<file path="src/rtl/ces_pkg.sv">
package ces_pkg;

   // Parser phase: idle, after the caret, after the x, then after one to five hex digits.
   typedef enum logic [2:0] {
      PH_IDLE  = 3'd0,
      PH_CARET = 3'd1,
      PH_X     = 3'd2,
      PH_D1    = 3'd3,
      PH_D2    = 3'd4,
      PH_D3    = 3'd5,
      PH_D4    = 3'd6,
      PH_D5    = 3'd7
   } phase_type;

   // One result as it leaves the parser.
   typedef struct packed {
      logic       found;
      logic [7:0] red;
      logic [7:0] green;
      logic [7:0] blue;
   } result_type;

   // Decoded hex digit.
   typedef struct packed {
      logic       ok;
      logic [3:0] value;
   } nibble_type;

   localparam logic [7:0] CHAR_CARET   = 8'h5E;
   localparam logic [7:0] CHAR_ZERO    = 8'h30;
   localparam logic [7:0] CHAR_NINE    = 8'h39;
   localparam logic [7:0] CHAR_UPPER_A = 8'h41;
   localparam logic [7:0] CHAR_UPPER_F = 8'h46;
   localparam logic [7:0] CHAR_LOWER_A = 8'h61;
   localparam logic [7:0] CHAR_LOWER_F = 8'h66;
   localparam logic [7:0] CHAR_UPPER_X = 8'h58;
   localparam logic [7:0] CHAR_LOWER_X = 8'h78;

   // Palette levels: 1.0, 0.7 and 0.4 scaled to 255 and truncated.
   localparam logic [7:0] LEVEL_FULL = 8'd255;
   localparam logic [7:0] LEVEL_HIGH = 8'd178;
   localparam logic [7:0] LEVEL_LOW  = 8'd102;
   localparam logic [7:0] LEVEL_NONE = 8'd0;

   // Returns the color of a palette entry as red, green, blue.
   function automatic logic [23:0] palette_color(input logic [3:0] index);
      logic [23:0] color;
      begin
         case (index)
            4'd0:    color = {LEVEL_NONE, LEVEL_NONE, LEVEL_NONE};
            4'd1:    color = {LEVEL_FULL, LEVEL_NONE, LEVEL_NONE};
            4'd2:    color = {LEVEL_NONE, LEVEL_FULL, LEVEL_NONE};
            4'd3:    color = {LEVEL_NONE, LEVEL_NONE, LEVEL_FULL};
            4'd4:    color = {LEVEL_FULL, LEVEL_FULL, LEVEL_NONE};
            4'd5:    color = {LEVEL_FULL, LEVEL_NONE, LEVEL_FULL};
            4'd6:    color = {LEVEL_NONE, LEVEL_FULL, LEVEL_FULL};
            4'd7:    color = {LEVEL_FULL, LEVEL_FULL, LEVEL_FULL};
            4'd8:    color = {LEVEL_HIGH, LEVEL_HIGH, LEVEL_HIGH};
            4'd9:    color = {LEVEL_LOW, LEVEL_LOW, LEVEL_LOW};
            default: color = {LEVEL_NONE, LEVEL_NONE, LEVEL_NONE};
         endcase
         return color;
      end
   endfunction

   // Decodes a hex digit in either case. Letters A to F have low nibbles 1 to 6.
   function automatic nibble_type nibble_decode(input logic [7:0] ch);
      nibble_type nib;
      begin
         nib.ok    = 1'b0;
         nib.value = 4'd0;
         if (ch inside {[CHAR_ZERO:CHAR_NINE]}) begin
            nib.ok    = 1'b1;
            nib.value = ch[3:0];
         end else if (ch inside {[CHAR_UPPER_A:CHAR_UPPER_F], [CHAR_LOWER_A:CHAR_LOWER_F]}) begin
            nib.ok    = 1'b1;
            nib.value = ch[3:0] + 4'd9;
         end
         return nib;
      end
   endfunction

endpackage

</file>
<file path="src/rtl/ces_parser.sv">
module ces_parser (
   input  logic                  clock,
   input  logic                  reset,
   input  logic                  step,
   input  logic [7:0]            char_code,
   input  logic                  end_of_text,
   output ces_pkg::result_type   result
);

   ces_pkg::phase_type  phase_ff, phase_in;
   logic [19:0]         accum_ff, accum_in;
   logic                have_ff, have_in;
   logic [23:0]         color_ff, color_in;
   ces_pkg::nibble_type nib;

   assign nib = ces_pkg::nibble_decode(char_code);

   // Next parser state for the character in the input register.
   always_comb begin
      phase_in = ces_pkg::PH_IDLE;
      accum_in = accum_ff;
      have_in  = have_ff;
      color_in = color_ff;
      if (char_code == ces_pkg::CHAR_CARET) begin
         phase_in = ces_pkg::PH_CARET;
      end else begin
         case (phase_ff)
            ces_pkg::PH_CARET: begin
               if (char_code inside {[ces_pkg::CHAR_ZERO:ces_pkg::CHAR_NINE]}) begin
                  color_in = ces_pkg::palette_color(char_code[3:0]);
                  have_in  = 1'b1;
               end else if (char_code == ces_pkg::CHAR_UPPER_X ||
                            char_code == ces_pkg::CHAR_LOWER_X) begin
                  phase_in = ces_pkg::PH_X;
                  accum_in = '0;
               end
            end
            ces_pkg::PH_X, ces_pkg::PH_D1, ces_pkg::PH_D2,
            ces_pkg::PH_D3, ces_pkg::PH_D4: begin
               if (nib.ok) begin
                  accum_in = {accum_ff[15:0], nib.value};
                  phase_in = ces_pkg::phase_type'(phase_ff + 3'd1);
               end
            end
            ces_pkg::PH_D5: begin
               // The sixth digit completes the RGB escape.
               if (nib.ok) begin
                  color_in = {accum_ff, nib.value};
                  have_in  = 1'b1;
               end
            end
            default: begin
               phase_in = ces_pkg::PH_IDLE;
            end
         endcase
      end
   end

   // The result reflects the text including the current character.
   assign result.found = have_in;
   assign result.red   = color_in[23:16];
   assign result.green = color_in[15:8];
   assign result.blue  = color_in[7:0];

   // State registers; the end of a text returns everything to idle.
   always_ff @(posedge clock) begin
      if (reset || (step && end_of_text)) begin
         phase_ff <= ces_pkg::PH_IDLE;
         accum_ff <= '0;
         have_ff  <= 1'b0;
         color_ff <= '0;
      end else if (step) begin
         phase_ff <= phase_in;
         accum_ff <= accum_in;
         have_ff  <= have_in;
         color_ff <= color_in;
      end
   end

endmodule

</file>
<file path="src/rtl/color_escape_scanner.sv">
// A result reaches rsp_tvalid through the input register and then the result register once the
// transaction that carries the last character of a text is accepted.
// Throughput: one character per cycle, set by the single input register stage.
// Stalls on the result side hold the input only when a result is still pending.
// Reset is synchronous and returns the parser to idle with no color seen.
module color_escape_scanner (
   input  logic        clock,
   input  logic        reset,
   input  logic        req_tvalid,
   output logic        req_tready,
   input  logic [7:0]  req_tdata,   // [7:0] char_code
   input  logic        req_tlast,   // end_of_text
   output logic        rsp_tvalid,
   input  logic        rsp_tready,
   output logic [23:0] rsp_tdata,   // [7:0] red, [15:8] green, [23:16] blue
   output logic        rsp_tuser    // [0] found
);

   logic                s1_valid_ff, s1_valid_in;
   logic [7:0]          s1_char_ff;
   logic                s1_last_ff;
   logic                s1_advance;
   logic                rsp_load;
   logic                rsp_valid_ff, rsp_valid_in;
   ces_pkg::result_type rsp_data_ff;
   ces_pkg::result_type result;

   // The input stage moves on unless it holds a last character while a result waits.
   assign s1_advance = s1_valid_ff && (!s1_last_ff || !rsp_valid_ff || rsp_tready);
   assign req_tready = !s1_valid_ff || s1_advance;
   assign rsp_load   = s1_advance && s1_last_ff;

   // Input register.
   always_comb begin
      s1_valid_in = s1_valid_ff;
      if (req_tready) begin
         s1_valid_in = req_tvalid;
      end
   end

   always_ff @(posedge clock) begin
      if (reset) begin
         s1_valid_ff <= 1'b0;
      end else begin
         s1_valid_ff <= s1_valid_in;
      end
   end

   always_ff @(posedge clock) begin
      if (req_tready && req_tvalid) begin
         s1_char_ff <= req_tdata;
         s1_last_ff <= req_tlast;
      end
   end

   ces_parser u_parser (
      .clock       (clock),
      .reset       (reset),
      .step        (s1_advance),
      .char_code   (s1_char_ff),
      .end_of_text (s1_last_ff),
      .result      (result)
   );

   // Result register.
   always_comb begin
      rsp_valid_in = rsp_valid_ff && !rsp_tready;
      if (rsp_load) begin
         rsp_valid_in = 1'b1;
      end
   end

   always_ff @(posedge clock) begin
      if (reset) begin
         rsp_valid_ff <= 1'b0;
      end else begin
         rsp_valid_ff <= rsp_valid_in;
      end
   end

   always_ff @(posedge clock) begin
      if (rsp_load) begin
         rsp_data_ff <= result;
      end
   end

   assign rsp_tvalid = rsp_valid_ff;
   assign rsp_tdata  = {rsp_data_ff.blue, rsp_data_ff.green, rsp_data_ff.red};
   assign rsp_tuser  = rsp_data_ff.found;

endmodule

</file>
<file path="config.mk">
export PLATFORM = sky130hd
export DESIGN_NAME = color_escape_scanner
export DESIGN_NICKNAME = d
export VERILOG_FILES = /design/src/rtl/ces_pkg.sv /design/src/rtl/ces_parser.sv /design/src/rtl/color_escape_scanner.sv
export SDC_FILE = /design/constraint.sdc
export NUM_CORES = 1
export LEC_CHECK = 0
export BUFFER_PORTS_ARGS = -buffer_cell sky130_fd_sc_hd__buf_4
export CORE_UTILIZATION = 55
export CTS_BUF_LIST = sky130_fd_sc_hd__clkbuf_16
export DETAILED_ROUTE_END_ITERATION = 12
export PLACE_DENSITY_LB_ADDON = 0.2
export SETUP_SLACK_MARGIN = 0.4
export SLEW_MARGIN = 0
export SYNTH_ARGS = -nofsm -noshare
export SYNTH_HDL_FRONTEND = slang
export SYNTH_SLANG_ARGS = --single-unit
</file>
<file path="constraint.sdc">
create_clock -name clock -period 3.5 [get_ports clock]
set_input_delay 0.35 -clock clock [delete_from_list [all_inputs] [get_ports clock]]
set_output_delay 0.35 -clock clock [all_outputs]
set_load 0.01 [all_outputs]
</file>
==> run metrics, run 1 <==
most used cell, CP=nand2_1; Int Power=1.74 mW; Clock transition at path regs=0.08 ns; clk root buf=clkbuf_16; post-CTS setup buffer count=0; largest net degree at the start of global routing=26; worst vdd ir=0.257 mV; Flop pwr share=52.3%; Antenna diodes=0; min Tclk post-route=2.66 ns; Worst Clk Skew=0.0124 ns; hold wc startpoint=req_tdata[6]; post-synth top area share=29.5%; clock share of power=41.8%; via count=2841; FILL cells=560; cell taking the most area after synthesis=dfxtp_1; remaining antenna violation count=0; number of global-route vias before repair=2698; origin of the worst setup path=s1_char_ff[0]; H-tree lvl count=3; Worst slew margin=39.3%; initial antenna violation count=0; Tcrit/Tclk final=76.1%; Reg-to-Reg End=rsp_tdata[5]; # setup viols final=0; combinational share of power=5.9%; Syn Nets=368; synth top area cells=dfxtp_1 30%, edfxtp_1 24%, a21bo_1 5.2%; drt first-iter violations=138; Clk Latency, worst-skew pair=0.34 ns; RSZ-0062 raised after global routing=false; aggregate negative setup slack=0 ns; Syn Inst Count=345; core area=7330 um2; Crit Reg-Reg Startpoint=s1_char_ff[0]; share of layout cells above drive strength 1=22.0%; Mean Syn Cell Area=12.2 um2; Setup crit start kind=flip-flop; Top Ports=40; Synth Flop Type=dfxtp_1; cell-by-cell listing of the critical path=inv_1 -> ha_1 -> or3b_1 -> nand2_1 -> a211oi_2 -> nand2_1 -> a21bo_2; Setup crit end kind=flip-flop; fin util=65.7%; Sw Ratio=24.4%; TritonCTS buffer count=9; critical path required time=3.59 ns; Hold Fails Final Rpt=0; dpl hpwl=5.60 mm; #FFs+latches synth=96; r2r worst-path depth=7; Worst Hold Class=input pin to flip-flop; FF-to-FF setup slack=0.84 ns; hold_ws=0.181 ns; Die Y=89.4 um; sequential share of the synthesized area=53.8%; Synth async-reset ratio=0%; pwr/cell area=476 nW/um2; first-pass GRT wire length=13.1 mm; Final #Nets=405; Pre-antenna DRT Iters=4; status=completed; maxcap violations=0; Leakage=2.07 nW; Layout area overhead=14.6%; post-CTS sizing=0; GRT Util Overall=22.0%; max-slew violations=0; CTS Buffer Depth=2; Worst EP arrival=2.76 ns; drt via density=5.85; worst-path fanout max=23; post-route insts no fill=486; die width=89.4 um; Port-buffer cells=39; die area=8000 um2; Worst path slowest cell=nand2_1; std cell rows=31; number of library cell types mapped by synthesis=66; final wirelength=8.06 mm; Fmax=0.376 GHz; Yosys warning total=0; final routed DRC violation total=0; Power Total=2.29 mW; switching pwr=0.559 mW; synthesized area=4200 um2; final RePlAce weighted congestion=0.928; Routed wire per std cell=16.6 um; hold depth=1; GR Overflow Total=0; dpl cells=470; # hold bufs at CTS=0; Slew @ Worst Pin=0.904 ns; Clock Sinks=96; critical path class=flip-flop to flip-flop; Post-synth EDFFs=34; initial core utilization=57.3%; worst setup path end=rsp_tdata[5]; crit-path max cell delay=0.53 ns; CTS tree=yes
[final cells by class]
type	instances	area (um2)	share of cell area, %
Sequential cell	96	2260	47.0
Multi-Input combinational cell	220	1770	36.7
Timing Repair Buffer	42	315	6.55
Clock buffer	9	225	4.68
Tap cell	99	124	2.57
Clock inverter	7	73.8	1.53
Inverter	13	48.8	1.01
[synthesized netlist by cell type (all sizes together), types with 3 or more instances]
cell	count
a31oi	5
and2	12
dfxtp	62
a22o	22
a21oi	23
o21ai	10
nand2	14
o2bb2ai	23
a21bo	23
nor2b	3
a22oi	8
clkbuf	3
ha	10
edfxtp	34
inv	13
buf	13
nor2	11
nand2b	3
and3	4
nand3	9
[per-layer routing]
layer	global-route usage (%)	routed length, um	vias up
li1	-	-	1395
met1	28.6	3750	1370
met2	35.5	3740	55
met3	3.42	254	21
met4	11.4	316	0
met5	0	0	-
[cell usage in the layout, fill, tap and decap left out, types with 4 or more instances in the layout]
| cell | synthesis | routed |
|---|---|---|
| nand3_1 | 6 | 6 |
| a31oi_1 | 4 | 4 |
| clkbuf_16 | 0 | 9 |
| a22oi_2 | 5 | 5 |
| inv_1 | 12 | 12 |
| o2bb2ai_1 | 23 | 23 |
| and2_1 | 12 | 12 |
| a21bo_1 | 22 | 22 |
| o21ai_0 | 7 | 7 |
| nor2_1 | 11 | 11 |
| a22o_1 | 22 | 22 |
| buf_4 | 3 | 42 |
| edfxtp_1 | 34 | 34 |
| a21oi_1 | 19 | 19 |
| a21oi_2 | 4 | 4 |
| dfxtp_1 | 62 | 62 |
| and3_1 | 4 | 4 |
| ha_1 | 10 | 10 |
| nand2_1 | 14 | 14 |
[per-stage QoR]
stage	cell area, um2	setup WS, ns
3_3_place_gp	4520	0.880
2_1_floorplan	4200	0.728
6_report	4820	0.837
4_1_cts	4820	0.806
3_5_place_dp	4520	0.814
5_1_grt	4820	0.654
[critical path, delay by kind of cell, from the launching register on]
kind / cells / cell delay [ns]
AO/OA/AOI/OAI: 2 / 0.67
flip-flops: 1 / 0.50
AND/OR/NAND/NOR: 3 / 0.80
adder cells (fa/ha/maj): 1 / 0.26
buffers and inverters: 1 / 0.18
[worst min path at each step]
stage                            endpoint  slack [ns]
detailed placement   u_parser.color_ff[8]        0.45
finish                      s1_char_ff[6]        0.18
global placement    u_parser.color_ff[15]        0.45
CTS                         s1_char_ff[6]        0.18
global route                   s1_last_ff        0.18
floorplan                      rsp_tvalid        0.42
[cells by family (layout without fill, tap and decap cells)]
kind of cell             count (synthesis)  count (layout)  synth area share, %
AO/OA/AOI/OAI                          135             135                 27.2
XOR/XNOR                                 1               1                0.208
adder cells (fa/ha/maj)                 11              11                 3.22
buffers and inverters                   29              71                 4.20
flip-flops                              96              96                 53.8
multiplexers                             1               1                0.268
AND/OR/NAND/NOR                         72              72                 11.1
[power groups by stage]
stage                     sequential [mW]  clock [mW]  combinational, mW
after floorplan                      1.22           0             0.0961
after global placement               1.23           0              0.133
after detailed placement             1.23           0              0.135
after CTS                            1.20       0.977              0.135
after global routing                 1.20        1.02              0.150
final                                1.20       0.958              0.136
Note: power is estimated with default switching activity, not from simulation.
==> inputs of run 2 (changes only) <==
==> constraint.sdc (replaced) <==
create_clock -name clock -period 2.7 [get_ports clock]
set_input_delay 0.27 -clock clock [delete_from_list [all_inputs] [get_ports clock]]
set_output_delay 0.27 -clock clock [all_outputs]
set_load 0.01 [all_outputs]
==> run 2 against run 1 <==
Against the previous run:
- clock skew is essentially flat
- hold slack lost 0.083 ns
- sequential power grew 29%
- worst setup slack lost 0.41 ns
- core utilization grew 2.7 points
- wire length grew 5.2%
- sequential share of layout area shrank 1.9 points
- critical path depth is the same
- critical path type unchanged
==> run metrics, run 2 (synthesis results as in run 1) <==
GRT Util Overall=23.0%; Fmax=0.440 GHz; worst vdd ir=0.477 mV; H-tree lvl count=3; Hold Fails Final Rpt=0; die area=8000 um2; RSZ-0062 raised after global routing=true; worst-path fanout max=20; core area=7330 um2; met3 usage in global routing=4.25%; Clock transition at path regs=0.08 ns; # hold bufs at CTS=0; pre-CTS setup slack=0.260 ns; Leakage=2.15 nW; Worst EP arrival=2.50 ns; initial antenna violation count=0; Top Ports=40; critical path class=flip-flop to flip-flop; cell-by-cell listing of the critical path=buf_4 -> nor4b_4 -> nand3_4 -> a22oi_4 -> o22ai_2 -> buf_4 -> a22o_1; crit-path max cell delay=0.53 ns; final wirelength=8.48 mm; Layout area overhead=19.3%; initial core utilization=57.3%; first-pass GRT wire length=13.5 mm; final routed DRC violation total=0; CTS Buffer Depth=2; Clk Latency, worst-skew pair=0.34 ns; drt first-iter violations=130; met1 Resource Use GR=29.6%; r2r worst-path depth=7; Reg-to-Reg End=u_parser.accum_ff[8]; GRT Max-Usage Layer=met2; share of layout cells above drive strength 1=28.2%; Crit Reg-Reg Startpoint=s1_char_ff[3]; Top delay family on crit path=compound AO/OA/AOI/OAI gates; Tcrit/Tclk final=84.1%; via count=2851; hold_ws=0.0974 ns; clk root buf=clkbuf_16; setup ws final=0.428 ns; pwr/cell area=603 nW/um2; most used cell, CP=buf_4; critical path required time=2.93 ns; final RePlAce weighted congestion=0.860; dpl hpwl=5.71 mm; Critical path buffers and inverters=2; dpl cells=475; largest net degree at the start of global routing=26; aggregate negative setup slack=0 ns; origin of the worst setup path=s1_char_ff[3]; Slew @ Worst Pin=0.508 ns; M2 GR Usage=38.7%; # setup viols final=0; GR Overflow Total=0; most frequent cells in the layout=62 x dfxtp_1, 54 x buf_4, 34 x edfxtp_1, 23 x o2bb2ai_1; max-slew violations=0; Worst slew margin=65.9%; Pre-antenna DRT Iters=4; TritonCTS buffer count=9; FF-to-FF setup slack=0.43 ns; total stage count of the critical path=7; commonest non-fill, non-tap cell in the layout=dfxtp_1; number of global-route vias before repair=2699; Clock Sinks=96; Worst Hold Class=input pin to flip-flop; Antenna diodes=0; std cell rows=31; Setup crit start kind=flip-flop; maxcap violations=0; drt via density=5.70; remaining antenna violation count=0; worst setup path end=u_parser.accum_ff[8]; min Tclk post-route=2.27 ns; CTS tree=yes; die width=89.4 um; Setup crit end kind=flip-flop; Die Y=89.4 um; post-route insts no fill=500; status=completed; Port-buffer cells=39; Worst Clk Skew=0.0120 ns; Worst path slowest cell=edfxtp_1; Final #Nets=419; Routed wire per std cell=17.0 um
-- run 2: cell count changes in the layout (fill, tap and decap cells not counted), moves of 2 or more --
cell,before,now
buf_4,42,54
a21oi_4,0,2
clkinv_4,3,1
a21oi_2,4,12
a21oi_1,19,9
buf_12,0,2
-- run 2: area by class of cell --
class                      instances  area [um2]
fill                             529        2320
sequential                        96        2260
multi-input combinational        220        1830
timing repair buffer              56         445
clock buffer                       9         225
tap                               99         124
clock inverter                     7        81.3
inverter                          13        48.8
-- run 2: worst reg2reg max path, delay by kind of cell, from the launching register on --
family	cells	cell delay (ns)
AND/OR/NAND/NOR	2	0.53
AO/OA/AOI/OAI	3	0.66
flip-flops	1	0.53
buffers and inverters	2	0.43
-- run 2: repair_timing --
action | in CTS | in global routing
gates resized for setup | 3 | 13
endpoints found under the setup margin | 33 | 26
setup buffers | 5 | 4
pin swaps | 1 | 0
-- run 2: worst min path at each step --
stage,from,end,slack (ns),cells past startpoint
global route,req_tlast,s1_last_ff,0.09,1
floorplan,reset,rsp_tvalid,0.34,1
global placement,u_parser.color_ff[17],u_parser.color_ff[17],0.44,1
detailed placement,u_parser.color_ff[20],u_parser.color_ff[20],0.45,1
finish,req_tlast,s1_last_ff,0.1,1
CTS,req_tlast,s1_last_ff,0.09,1
-- run 2: report_power, final --
part           switching [mW]  internal (mW)
clock network           0.616          0.662
logic                   0.116         0.0739
registers              0.0231           1.53
-- run 2: layer usage --
layer | vias up | share of wire [%]
li1 | 1425 | -
met1 | 1357 | 46
met2 | 57 | 49
met3 | 12 | 3.3
met4 | 0 | 1.6
met5 | - | 0
-- run 2: through the flow --
| step | instance area (um2) | util (%) | total power [mW] |
|---|---|---|---|
| global placement | 4550 | 62.1 | 1.76 |
| detailed placement | 4550 | 62.1 | 1.77 |
| floorplan | 4210 | - | 1.71 |
| global route | 5010 | 68.4 | 3.13 |
| CTS | 4930 | 67.2 | 3.03 |
| finish | 5010 | 68.4 | 3.02 |
==> inputs of run 3 (changes only) <==
--- a/config.mk
+++ b/config.mk
@@ -6,7 +6,7 @@
 export NUM_CORES = 1
 export LEC_CHECK = 0
 export BUFFER_PORTS_ARGS = -buffer_cell sky130_fd_sc_hd__buf_4
-export CORE_UTILIZATION = 55
+export CORE_UTILIZATION = 53
 export CTS_BUF_LIST = sky130_fd_sc_hd__clkbuf_16
 export DETAILED_ROUTE_END_ITERATION = 12
 export PLACE_DENSITY_LB_ADDON = 0.2
==> constraint.sdc (replaced) <==
create_clock -name clock -period 1.8 [get_ports clock]
set_input_delay 0.18 -clock clock [delete_from_list [all_inputs] [get_ports clock]]
set_output_delay 0.18 -clock clock [all_outputs]
set_load 0.01 [all_outputs]
==> run 3 against run 2 <==
Against the previous run:
- the flow now finishes with violations (negative setup slack)
- die area is 3.7% higher
- core utilization increased by 11 points
- total power is 58% higher
- clock-buffer cell count unchanged
- hold slack got worse by 0.085 ns
- final area up 22%
- wire length rose by 32%
- sequential share of layout area decreased by 8.0 points
- flip-flop and latch count unchanged
- cell count up 13%
- non-clock buffer count grew 56
- via count is 17% higher
==> run metrics, run 3 (synthesis results as in run 1) <==
core area=7690 um2; pwr/cell area=783 nW/um2; crit-path max cell delay=0.42 ns; initial antenna violation count=0; die area=8290 um2; number of global-route vias before repair=3214; first-pass GRT wire length=16.2 mm; min Tclk post-route=2.17 ns; drt first-iter violations=196; clk root buf=clkbuf_16; maxcap violations=0; clock share of power=40.4%; fin area=6110 um2; FILL cells=454; critical path class=flip-flop to flip-flop; Worst Clk Skew=0.0103 ns; worst setup path end=rsp_tdata[4]; Top Ports=40; r2r worst-path depth=9; worst-path fanout max=16; setup ws final=-0.374 ns; CTS Buffer Depth=2; RSZ-0062 raised after global routing=true; Pre-antenna DRT Iters=4; Worst EP arrival=2.27 ns; most frequent cells in the layout=90 x buf_4, 60 x dfxtp_1, 34 x edfxtp_1, 22 x a21bo_1, 22 x a22o_1; dpl hpwl=6.23 mm; Leakage=2.60 nW; status=finished with violations; initial core utilization=54.7%; Int Power=3.64 mW; std cell rows=32; final RePlAce weighted congestion=0.855; Antenna diodes=0; Clk Latency, worst-skew pair=0.34 ns; combinational share of power=10.7%; Cell Area, Placed=5080 um2; worst vdd ir=0.559 mV; Fmax=0.460 GHz; critical path required time=1.90 ns; Worst slew margin=72.6%; # setup viols final=73; max-slew violations=0; Setup crit start kind=flip-flop; die width=91.1 um; Clock Sinks=96; origin of the worst setup path=s1_char_ff[1]; Flop pwr share=48.9%; Layout area overhead=45.3%; Routed wire per std cell=19.9 um; final routed DRC violation total=0; Port-buffer cells=39; Final #Nets=479; final wirelength=11.2 mm; commonest non-fill, non-tap cell in the layout=buf_4; pre-CTS setup slack=-0.335 ns; remaining antenna violation count=0; FF-to-FF setup slack=-0.37 ns; CTS tree=yes; via count=3323; Slew @ Worst Pin=0.409 ns; hold_ws=0.0124 ns; cell-by-cell listing of the critical path=inv_2 -> ha_4 -> buf_4 -> nor3b_4 -> nor4_4 -> buf_12 -> and2_1 -> a21oi_1 -> a21bo_1; H-tree lvl count=3; switching pwr=1.14 mW; Hold Fails Final Rpt=0; Reg-to-Reg End=rsp_tdata[4]; Worst Hold Class=input pin to flip-flop; largest net degree at the start of global routing=26; Clock transition at path regs=0.07 ns; Setup crit end kind=flip-flop; Sw Ratio=23.9%; GR Overflow Total=0; Die Y=91.1 um; GRT Util Overall=25.4%; share of layout cells above drive strength 1=49.2%; Tcrit/Tclk final=121%; Worst path slowest cell=edfxtp_1; failing checks=negative setup slack; TritonCTS buffer count=9; drt via density=5.90; Crit Reg-Reg Startpoint=s1_char_ff[1]; # hold bufs at CTS=0
## run 3: power groups by stage
stage	sequential [mW]	combinational (mW)	clock (mW)
floorplan	2.38	0.217	0
global placement	2.38	0.350	0
detailed placement	2.38	0.357	0
CTS	2.33	0.417	1.94
global route	2.34	0.547	2.04
finish	2.34	0.513	1.93
## run 3: critical path: cells and delay by family, from the launching register on
kind	cells	cell delay [ns]
DFF	1	0.42
buffers and inverters	3	0.39
and+or+nand+nor	3	0.54
AOI/OAI and AO/OA	2	0.40
adders and majority gates	1	0.18
## run 3: worst min path at each step
stage	start	to	cells after the start
after floorplan	reset	rsp_tvalid	1
after global placement	req_tdata[5]	s1_char_ff[5]	1
after detailed placement	req_tlast	s1_last_ff	1
after CTS	req_tdata[4]	s1_char_ff[4]	1
after global routing	req_tdata[7]	s1_char_ff[7]	1
final	req_tdata[7]	s1_char_ff[7]	1
## run 3: what timing repair did
item | 4_1_cts | 5_1_grt
pin swaps | 16 | 12
gates resized for setup | 42 | 53
cloned | 5 | 3
setup endpoints to repair | 95 | 95
buffers inserted | 10 | 9
## run 3: through the flow
step	utilization (%)	total power, mW	std cells	TNS [ns]
final	79.4	4.78	563	-23.50
after global routing	79.4	4.93	563	-29.61
after CTS	74.5	4.70	551	-18.15
after floorplan	-	2.59	345	-9.69
after detailed placement	66.1	2.74	520	-19.09
after global placement	66.1	2.73	520	-15.23
## run 3: area by class of cell
class,instances,area (um2),area share [%]
timing repair buffer,112,1030,16.9
clock buffer,9,225,3.69
clock inverter,7,82.6,1.35
timing repair inverter,1,7.51,0.123
multi-input combinational,223,2300,37.7
inverter,13,61.3,1.00
sequential,96,2270,37.1
tap,102,128,2.09
## run 3: per-layer routing
| layer | track usage, % | wire (um) | vias up |
|---|---|---|---|
| met5 | 0 | 0 | - |
| met4 | 8.86 | 244 | 0 |
| met3 | 3.35 | 540 | 19 |
| met2 | 42.6 | 5640 | 116 |
| met1 | 33.7 | 4780 | 1642 |
| li1 | - | - | 1546 |
